<file path="src/rtl/core/lskt_pkg.sv">
package lskt_pkg;

  localparam int CAPACITY = 16;
  localparam int KEY_BITS = 32;
  localparam int CNT_W    = $clog2(CAPACITY + 1);

  typedef enum logic [1:0] {
    FN_FIND   = 2'd0,
    FN_INSERT = 2'd1,
    FN_DELETE = 2'd2,
    FN_NONE   = 2'd3
  } lskt_func_t;

  typedef enum logic [1:0] {
    STS_OK        = 2'd0,
    STS_NO_RECORD = 2'd1,
    STS_EXISTS    = 2'd2,
    STS_FULL      = 2'd3
  } lskt_status_t;

  typedef enum logic [1:0] {
    S_IDLE,
    S_CMP,
    S_EXEC
  } lskt_state_t;

  typedef struct packed {
    logic [1:0]  func;
    logic [31:0] key;
    logic [31:0] value;
  } lskt_in_t;

  typedef struct packed {
    logic [1:0]  status;
    logic [31:0] found_value;
    logic [4:0]  entry_count;
  } lskt_out_t;

  typedef struct packed {
    logic cmp_en;
    logic del_en;
    logic ins_en;
  } lskt_cell_ctrl_t;

endpackage

</file>
<file path="src/rtl/core/lskt_cell.sv">
module lskt_cell import lskt_pkg::*; (
  input  logic                clk,
  input  logic                rst_n,
  input  lskt_cell_ctrl_t     ctrl,
  input  logic                occupied,
  input  logic                ins_here,
  input  logic [KEY_BITS-1:0] cmp_key,
  input  logic [31:0]         ins_val,
  input  logic [KEY_BITS-1:0] nb_key,
  input  logic [31:0]         nb_val,
  input  logic                hit_in,
  input  logic [31:0]         found_in,
  output logic [KEY_BITS-1:0] key_o,
  output logic [31:0]         val_o,
  output logic                hit_out,
  output logic [31:0]         found_out
);

  logic [KEY_BITS-1:0] key_r, key_nxt;
  logic [31:0]         val_r, val_nxt;
  logic                hit_r, hit_nxt;

  always_comb begin
    key_nxt = key_r;
    val_nxt = val_r;
    hit_nxt = hit_r;
    if (ctrl.cmp_en) begin
      hit_nxt = occupied && (key_r == cmp_key);
    end
    if (ctrl.ins_en && ins_here) begin
      key_nxt = cmp_key;
      val_nxt = ins_val;
    end else if (ctrl.del_en && (hit_in || hit_r)) begin
      // at or past the deleted entry: pull the upper neighbor down
      key_nxt = nb_key;
      val_nxt = nb_val;
    end
  end

  always_ff @(posedge clk) begin
    if (!rst_n) begin
      hit_r <= 1'b0;
    end else begin
      hit_r <= hit_nxt;
    end
  end

  always_ff @(posedge clk) begin
    key_r <= key_nxt;
    val_r <= val_nxt;
  end

  assign key_o     = key_r;
  assign val_o     = val_r;
  assign hit_out   = hit_in || hit_r;
  assign found_out = found_in | ((hit_r && !hit_in) ? val_r : 32'd0);

endmodule

</file>
<file path="src/rtl/core/linear_scan_key_table_core.sv">
// Key/value table of CAPACITY entries kept packed in insertion order in a row
// of cells. Each item is find, insert, delete or the unused code (status no
// record) and returns one result with status, found value and entry count.
// An item runs in two steps: a compare state in which every cell compares its
// key, then an execute state in which the hit chain runs along the row, the
// result is registered and an insert or a delete-with-shift is applied. A new
// item is accepted while idle, or in the execute state as the current one
// completes. A stalled result holds off completion of the item behind it.
module linear_scan_key_table_core import lskt_pkg::*; (
  input  logic      clk,
  input  logic      rst_n,
  input  logic      in_valid,
  output logic      in_ready,
  input  lskt_in_t  in_data,
  output logic      out_valid,
  input  logic      out_ready,
  output lskt_out_t out_data
);

  lskt_state_t     state_r, state_nxt;
  lskt_in_t        req_r, req_nxt;
  lskt_out_t       out_r, out_nxt;
  logic            out_valid_r, out_valid_nxt;
  logic [CNT_W-1:0] count_r, count_nxt;
  lskt_cell_ctrl_t ctrl;

  logic [CAPACITY:0]   hit_chain;
  logic [31:0]         found_chain [CAPACITY+1];
  logic [KEY_BITS-1:0] key_chain   [CAPACITY+1];
  logic [31:0]         val_chain   [CAPACITY+1];
  logic [CAPACITY-1:0] occupied, ins_here;

  logic any_hit, full, can_finish, in_acc;

  assign hit_chain[0]          = 1'b0;
  assign found_chain[0]        = 32'd0;
  assign key_chain[CAPACITY]   = '0;
  assign val_chain[CAPACITY]   = 32'd0;

  always_comb begin
    for (int i = 0; i < CAPACITY; i++) begin
      occupied[i] = CNT_W'(i) < count_r;
      ins_here[i] = CNT_W'(i) == count_r;
    end
  end

  for (genvar g = 0; g < CAPACITY; g++) begin : g_cell
    lskt_cell u_cell (
      .clk       (clk),
      .rst_n     (rst_n),
      .ctrl      (ctrl),
      .occupied  (occupied[g]),
      .ins_here  (ins_here[g]),
      .cmp_key   (req_r.key[KEY_BITS-1:0]),
      .ins_val   (req_r.value),
      .nb_key    (key_chain[g+1]),
      .nb_val    (val_chain[g+1]),
      .hit_in    (hit_chain[g]),
      .found_in  (found_chain[g]),
      .key_o     (key_chain[g]),
      .val_o     (val_chain[g]),
      .hit_out   (hit_chain[g+1]),
      .found_out (found_chain[g+1])
    );
  end

  assign any_hit    = hit_chain[CAPACITY];
  assign full       = count_r == CNT_W'(CAPACITY);
  assign can_finish = !out_valid_r || out_ready;
  assign in_ready   = (state_r == S_IDLE) || ((state_r == S_EXEC) && can_finish);
  assign in_acc     = in_valid && in_ready;

  always_comb begin
    state_nxt     = state_r;
    req_nxt       = req_r;
    out_nxt       = out_r;
    count_nxt     = count_r;
    out_valid_nxt = out_valid_r && !out_ready;
    ctrl          = '0;
    unique case (state_r)
      S_IDLE: begin
        if (in_acc) begin
          state_nxt = S_CMP;
        end
      end
      S_CMP: begin
        ctrl.cmp_en = 1'b1;
        state_nxt   = S_EXEC;
      end
      S_EXEC: begin
        if (can_finish) begin
          out_valid_nxt       = 1'b1;
          out_nxt.found_value = 32'd0;
          out_nxt.status      = STS_NO_RECORD;
          unique case (lskt_func_t'(req_r.func))
            FN_FIND: begin
              if (any_hit) begin
                out_nxt.status      = STS_OK;
                out_nxt.found_value = found_chain[CAPACITY];
              end
            end
            FN_INSERT: begin
              if (any_hit) begin
                out_nxt.status = STS_EXISTS;
              end else if (full) begin
                out_nxt.status = STS_FULL;
              end else begin
                out_nxt.status = STS_OK;
                ctrl.ins_en    = 1'b1;
                count_nxt      = count_r + CNT_W'(1);
              end
            end
            FN_DELETE: begin
              if (any_hit) begin
                out_nxt.status = STS_OK;
                ctrl.del_en    = 1'b1;
                count_nxt      = count_r - CNT_W'(1);
              end
            end
            default: begin
            end
          endcase
          out_nxt.entry_count = 5'(count_nxt);
          state_nxt = in_acc ? S_CMP : S_IDLE;
        end
      end
      default: begin
        state_nxt = S_IDLE;
      end
    endcase
    if (in_acc) begin
      req_nxt = in_data;
    end
  end

  always_ff @(posedge clk) begin
    if (!rst_n) begin
      state_r     <= S_IDLE;
      count_r     <= '0;
      out_valid_r <= 1'b0;
    end else begin
      state_r     <= state_nxt;
      count_r     <= count_nxt;
      out_valid_r <= out_valid_nxt;
    end
  end

  always_ff @(posedge clk) begin
    req_r <= req_nxt;
    out_r <= out_nxt;
  end

  assign out_valid = out_valid_r;
  assign out_data  = out_r;

endmodule

</file>
<file path="config.mk">
export PLATFORM = sky130hd
export DESIGN_NAME = linear_scan_key_table_core
export DESIGN_NICKNAME = d
export VERILOG_FILES = /design/src/rtl/core/lskt_pkg.sv /design/src/rtl/core/lskt_cell.sv /design/src/rtl/core/linear_scan_key_table_core.sv
export SDC_FILE = /design/constraint.sdc
export NUM_CORES = 2
export LEC_CHECK = 0
export CORE_MARGIN = 8
export CORE_UTILIZATION = 57
export CTS_CLUSTER_SIZE = 25
export DETAILED_ROUTE_END_ITERATION = 7
export DONT_BUFFER_PORTS = 1
export GPL_TIMING_DRIVEN = 0
export MAX_ROUTING_LAYER = met4
export PLACE_DENSITY = 0.75
export SYNTH_ARGS = -nofsm -noshare
export SYNTH_HDL_FRONTEND = slang
export SYNTH_SLANG_ARGS = --single-unit
</file>
<file path="constraint.sdc">
create_clock -name clk -period 6.5 [get_ports clk]
set_input_delay 1.3 -clock clk [delete_from_list [all_inputs] [get_ports clk]]
set_output_delay 1.3 -clock clk [all_outputs]
set_load 0.02 [all_outputs]
</file>
; Yosys cells after proc, flatten, opt, wreduce, memory -nomap -nowiden
; Index checks and enable logic that the tools add are counted.
[totals]
register_bits = 1153
in_bits = 70
output_inout_bits = 41
word_cells = 352
[op_classes]
n_addsub = 2
order_cmp = 16
eq_ne = 38
mux = 102
n_bitwise = 15
reduce_logical = 122
[ops]
columns = op, n
row1 = $mux 32, 79
row2 = $eq 32x32->1, 16
row3 = $or 32x32->32, 15
row4 = $logic_and 1x1->1, 66
row5 = $eq 4x5->1 const A, 8
row6 = $lt 4x5->1 const A, 8
row7 = $mux 33, 1
row8 = $reduce_bool 2->1, 16
row9 = $eq 3x5->1 const A, 4
row10 = $lt 3x5->1 const A, 4
row11 = $logic_not 1->1, 17
row12 = $logic_or 1x1->1, 17
row13 = $mux 5, 3
row14 = $mux 2, 6
row15 = $pmux 2 s3, 2
row16 = $eq 2x5->1 const A, 2
row17 = $lt 1x5->1 const A, 2
row18 = $lt 2x5->1 const A, 2
row19 = $mux 1, 10
row20 = $pmux 5 s2, 1
row21 = $reduce_and 2->1, 3
row22 = $add 5x1->5 const B, 1
row23 = $eq 1x5->1 const A, 1
row24 = $eq 5x5->1 const B, 1
row25 = other kinds (6), 10

; Depth between registers and ports, before layout
[logic_depth]
ltp_word = 22
depth_mapped = 10
ltp_nobuf = 8

; Hierarchy
; Synthesis repeated with hierarchy kept, for this count alone.
[hier_totals]
cells_unflattened = 3862
hier_area_um2 = 58546.2
[modules_own_cells]
columns = mod, n_inst, cells_each, area_per_inst_um2, seq_area_each_um2
row1 = lskt_cell, 16, 223, 3383.2, 1941.9
row2 = linear_scan_key_table_core, 1, 294, 4414.2, 3313.2

; Worst setup path before layout
; Ideal clock, no wire load.
[synth_path]
kind = input to register
startpoint = input out_ready
endpoint = register g_cell[0].u_cell.key_r[0] (enable)
setup_ps = 574
t_arrival_ps = 6408
required_ps = 5926
setup_slack_ps = -482
stages = 5
path_buffers = 1
path_cell_list = nor2b_1 -> nor2_1 -> nand3_1 -> clkbuf_1 -> o21ai_0
[synth_between]
elab_chain_len = 5
word_cells_on_any_way = 6
cone_classes = mux (2) / reduce/logical (4)
[synth_lines]
columns = element, line
row1 = "start, declared", linear_scan_key_table_core.sv:16  ; input logic out_ready,
row2 = $logic_or 1x1->1 *, linear_scan_key_table_core.sv:69  ; assign can_finish = !out_valid_r || out_ready;
row3 = $mux 2 *, linear_scan_key_table_core.sv:91  ; if (can_finish) begin
row4 = $mux 2 *, linear_scan_key_table_core.sv:80  ; unique case (state_r)
row5 = "$logic_and 1x1->1, on equally long branches", "lskt_cell.sv:33, lskt_cell.sv:30"
row6 = $reduce_bool 2->1 (no line) *, -
row7 = "end signal, assigned", lskt_cell.sv:49  ; key_r <= key_nxt;
row8 = "end, declared", lskt_cell.sv:19  ; logic [KEY_BITS-1:0] key_r, key_nxt;
; Mark *: on every way between the ends. The rest lies on a longest branch, timed or not.
; A chain may end at the register's enable or synchronous reset.

; Final worst setup path
[layout_path]
startpoint = register g_cell[2].u_cell.hit_r
endpoint = register out_r, in the netlist out_data[17], data pin
[layout_between]
elab_chain_len = 17
word_cells_on_any_way = 70
cone_classes = mux (14) / bitwise (14) / reduce/logical (42)
[layout_lines]
columns = element, line
row1 = "start, declared", lskt_cell.sv:21  ; logic hit_r, hit_nxt;
row2 = "start signal, assigned", lskt_cell.sv:44  ; hit_r <= hit_nxt;
row3 = $logic_or 1x1->1, lskt_cell.sv:55  ; assign hit_out = hit_in || hit_r;
row4 = $logic_not 1->1 / $logic_or 1x1->1 (equally long branches), "lskt_cell.sv:56, lskt_cell.sv:55"
row5 = $logic_and 1x1->1 (tied with other cells), lskt_cell.sv:56  ; assign found_out = found_in | ((hit_r && !hit_in) ? val_r : 32'd0);
row6 = $mux 32 (tied with other cells), lskt_cell.sv:56
row7 = $or 32x32->32 (tied with other cells) (11 in series), lskt_cell.sv:56
row8 = $or 32x32->32 / $mux 32 (equally long branches), lskt_cell.sv:56
row9 = $or 32x32->32, lskt_cell.sv:56
row10 = "end signal, assigned", linear_scan_key_table_core.sv:150  ; out_r <= out_nxt;
row11 = "end, declared", linear_scan_key_table_core.sv:22  ; lskt_out_t out_r, out_nxt;
; Several ways; a longest one is shown, not always the timed one.

==> impl.org <==
** Outcome
- The run finished, with violations left.
- The final reports fail on capacitance limit, slew limit.

** Floorplanning
- The floorplan step set the die height to 333.0 um.
- Die Width :: between 300 and 400 um
- In this run the standard cell core region covers 99,860 um2.
- After floorplanning, the core was divided into 116 placement rows.
- Floorplan die area :: 110,900 um2
- Num ports :: 111
- Initial cell density of the core :: 57.38%

** Timing
- For the finished layout, the period the worst path requires is 5157 ps.
- Share of the cycle needed by the critical path after routing :: 79.34%
- After routing, the total negative slack on setup checks comes to 0 ps.
- Between clock sinks in the finished design, the worst skew comes to around 46 ps.
- Unrepaired setup endpoints after global routing :: false
- Min setup slack post-route :: 1343 ps
- Fmax achieved :: 0.1939 GHz
- Number of endpoints with negative hold slack in the final report :: 0
- Worst slew margin relative to its limit :: -3.275%
- Number of failing setup endpoints in the final timing report :: 0
- For the pin with the worst max-slew slack, the measured transition is 1537 ps.
- The number of pins exceeding their max-slew limit in the final report was 7.

** Synth
- Sequential elements use approximately 60% of the synthesized area.
- Avg Cell Area, Syn :: 14.52 um2
- Post-Synthesis Cell Area :: 57,290 um2
- Top_reg_cell synth :: sky130_fd_sc_hd__edfxtp_1
- Synthesis instantiated between 50 and 60 different standard cells from the library.
- Post-synth EDFFs :: roughly 1,100
- Flip-flop and latch count after synthesis :: 1,153
- Yosys printed 0 warnings.
- Async set-or-reset flop fraction in the synthesized netlist :: 0%
- Synthesized instance count :: 3,945
- Counting every net in the synthesized netlist gives 4,024.

** Worst setup path
- The worst setup path is captured at a flop.
- In this run the register-to-register setup slack is between 1000 and 1500 ps.
- Depth of the worst register-to-register path :: 8
- Critical register-to-register path startpoint :: g_cell[2].u_cell.hit_r
- By instance count, the cell type seen most on the critical path is sky130_fd_sc_hd__clkbuf_1.
- Largest fanout of any net on the critical path :: 10
- STA classifies the critical path startpoint as a flop.
- The critical path in this run is classified as flop to flop.
- In this design, the stage delay of the slowest critical-path cell is 1280 ps.
- Worst Path Arrival :: 5670 ps
- Stages on the worst setup path :: 8
- Ordered list of cells on the worst path :: buf_2 > nor4_1 > nand4_1 > clkbuf_1 > nor3_1 > clkbuf_1 > a221oi_1 > a31oi_1
- Largest delay contributor family on the critical path :: simple AND/OR/NAND/NOR gates
- For this design, the slowest cell found on the critical path is sky130_fd_sc_hd__nor3_1.
- Buf+Inv Stages, Crit Path :: 3
- STA puts the critical path data required time at around 7000 ps.
- The endpoint identified for the worst register-to-register timing path is out_data[17].

** Final layout
- Leaving out fill and tap cells, the most frequent cell in the layout is sky130_fd_sc_hd__edfxtp_1.
- The area growth from synthesis to layout is 11.74%.
- Cells with a size suffix above 1 make up 25.24% of the layout.
- Most frequent cells in the layout :: 1,129 x sky130_fd_sc_hd__edfxtp_1, 747 x sky130_fd_sc_hd__mux2_2, 276 x sky130_fd_sc_hd__xor2_1, 262 x sky130_fd_sc_hd__clkbuf_1, 235 x sky130_fd_sc_hd__xnor2_1
- Final cell utilization of the core :: 64.11%
- The finished cells cover ~64,000 um2.
- Fin nets :: between 4,000 and 5,000

** Clocking
- CTS max path bufs :: 3
- TritonCTS built the clock tree.
- The H-tree was split into 3 levels.
- Root Buffer Master :: sky130_fd_sc_hd__clkbuf_16
- Register clock-pin slew on the reported worst setup and hold paths :: 70 ps
- Clock tree synthesis inserted a total of 120 buffers.
- In this run, post-CTS hold repair placed 0 buffers.
- Post-CTS setup buffer count :: 0
- Worst skew pair latency :: between 700 and 800 ps
- Number of clock sinks seen by CTS :: ~1,200
- Count of instances resized after the clock tree is built :: 0

** Placed design
- In this run the tool buffered the top-level ports with 0 buffer cells.
- Routability-driven placement finished with a final weighted congestion of 1.066.
- The wire-length estimate of the detail-placed layout is between 150,000 and 200,000 um.
- Prior to clock tree synthesis, the placed netlist has a worst setup slack of ~840 ps.
- After detailed placement, the total cell area comes to 60,210 um2.

** GRT
- GRT Residual Overflow :: 0
- The via count of the first global-routing pass came to 36,140.
- Maximum number of pins on one net before global-route repair :: 49
- Number of antenna violations at the first check in global routing :: 14
- The first global-routing pass estimated 298,200 um of wire.
- Combined global-route utilization of all metal layers :: 39.48%

** Worst hold path
- The worst hold path terminates at g_cell[15].u_cell.hit_r.
- The worst hold path belongs to the class flop to flop.
- Count of cells along the worst hold path :: 2
- Worst Min Path Start :: g_cell[15].u_cell.hit_r

** Run
- Number of maximum-capacitance constraint violations :: 3

** Routing
- Total routed wirelength :: roughly 220,000 um
- Via count :: 38,870
- The count of nets left with antenna violations once routing finished came out at 0.
- Drt first pass iters :: 6
- After detailed routing, the number of vias per cell comes to 7.031.
- Number of design-rule violations left by the first detailed-router iteration :: between 7,000 and 8,000
- For this run, design rule violations remaining after detail routing come to 0.
- Dividing the detail-routed wire length by the instance count gives 39.70 um.

** Power and ir drop
- Ratio of total power to cell area :: 243.7 nW/um2
- Total power for the finished layout comes to 15.60 mW.
- Leakage Power :: 18.83 nW
- VDD sags by at most 0.2405 mV.
-- registers in the layout (all words and copies together) (netlist names) --
signal               cells
req_r                   66
g_cell.u_cell.val_o    512
out_valid                1
count_r                  5
state_r                  2
out_data                39
g_cell.u_cell.hit_r     16
g_cell.u_cell.key_o    512
-- worst max-delay path by stage --
stage / start / to / slack [ps]
finish: g_cell[2].u_cell.hit_r / out_data[17] / 1340
detailed placement: out_ready / g_cell[5].u_cell.key_o[13] / 840
global route: g_cell[2].u_cell.hit_r / g_cell[15].u_cell.key_o[26] / 1430
global placement: g_cell[6].u_cell.hit_r / g_cell[14].u_cell.key_o[18] / -8510
CTS: g_cell[2].u_cell.hit_r / g_cell[15].u_cell.key_o[7] / 1470
floorplan: out_ready / g_cell[0].u_cell.key_o[0] / -480
-- metal layers --
layer / wire [um] / up-vias / track usage (%)
met5: 0 / - / -
met2: 91860 / 3229 / 54.99
li1: - / 15410 / -
met3: 33760 / 494 / 13.14
met1: 85220 / 19740 / 54.93
met4: 8644 / 0 / 11.85
-- power by group --
group | switching [mW] | internal (mW)
registers | 0.0367 | 8.08
logic | 0.505 | 0.142
clock network | 3.09 | 3.75
-- final cells by class --
class	count	area [um2]
Fill cell	7503	35840
Sequential cell	1153	34380
Multi-Input combinational cell	2417	21330
Clock buffer	158	3167
Buffer	362	1730
Tap cell	1298	1624
Timing Repair Buffer	50	1092
Clock inverter	67	616.8
Inverter	13	48.80
Antenna cell	11	27.53
-- cell usage after synthesis, types with 24 or more instances --
cell | number | area (um2)
sky130_fd_sc_hd__a22o_1 | 36 | 315.3
sky130_fd_sc_hd__buf_1 | 59 | 221.5
sky130_fd_sc_hd__clkbuf_1 | 226 | 848.3
sky130_fd_sc_hd__xnor2_1 | 235 | 2058
sky130_fd_sc_hd__a31oi_1 | 37 | 231.5
sky130_fd_sc_hd__mux2_1 | 199 | 2241
sky130_fd_sc_hd__nor3_1 | 48 | 240.2
sky130_fd_sc_hd__nor2b_1 | 38 | 237.7
sky130_fd_sc_hd__o21ai_0 | 69 | 345.3
sky130_fd_sc_hd__dfxtp_1 | 24 | 480.5
sky130_fd_sc_hd__a21oi_1 | 39 | 195.2
sky130_fd_sc_hd__edfxtp_1 | 1129 | 33900
sky130_fd_sc_hd__nand4_1 | 75 | 469.2
sky130_fd_sc_hd__and2_1 | 68 | 425.4
sky130_fd_sc_hd__a221oi_1 | 63 | 551.8
sky130_fd_sc_hd__a22oi_1 | 97 | 728.2
sky130_fd_sc_hd__buf_6 | 39 | 439.2
sky130_fd_sc_hd__a221o_1 | 31 | 310.3
sky130_fd_sc_hd__buf_2 | 27 | 135.1
sky130_fd_sc_hd__nor4_1 | 81 | 506.7
sky130_fd_sc_hd__nand2_1 | 121 | 454.2
sky130_fd_sc_hd__xor2_1 | 276 | 2417
sky130_fd_sc_hd__nor2_1 | 52 | 195.2
sky130_fd_sc_hd__mux2_2 | 747 | 8412
sky130_fd_sc_hd__nand3_1 | 30 | 150.1
-- worst reg2reg max path, stage by stage, from the launching register on --
cell and delay (ps):
sky130_fd_sc_hd__dfxtp_1 290, sky130_fd_sc_hd__buf_2 220, sky130_fd_sc_hd__nor4_1 940, sky130_fd_sc_hd__nand4_1 290, sky130_fd_sc_hd__clkbuf_1 480, sky130_fd_sc_hd__nor3_1 1280
sky130_fd_sc_hd__clkbuf_1 820, sky130_fd_sc_hd__a221oi_1 220, sky130_fd_sc_hd__a31oi_1 390
-- stage by stage --
step	hold slack, ps	std cells
floorplan	432.1	3945
global placement	516.6	5243
detailed placement	516.4	5293
CTS	525.9	5518
global route	555.4	5527
finish	534.9	5529
-- logic make-up (layout without fill, tap and decap cells) --
| kind of cell | Yosys count | in the layout | synth area share [%] |
|---|---|---|---|
| and+or+nand+nor | 542 | 542 | 5.097 |
| muxes | 946 | 946 | 18.59 |
| AOI/OAI and AO/OA | 409 | 409 | 5.189 |
| other | 0 | 11 | 0 |
| buffers and inverters | 375 | 650 | 3.099 |
| DFF | 1153 | 1153 | 60.01 |
| adders and majority gates | 9 | 9 | 0.1966 |
| xor gates and xnor gates | 511 | 511 | 7.812 |
No activity file was read; power rests on OpenSTA's default activity.
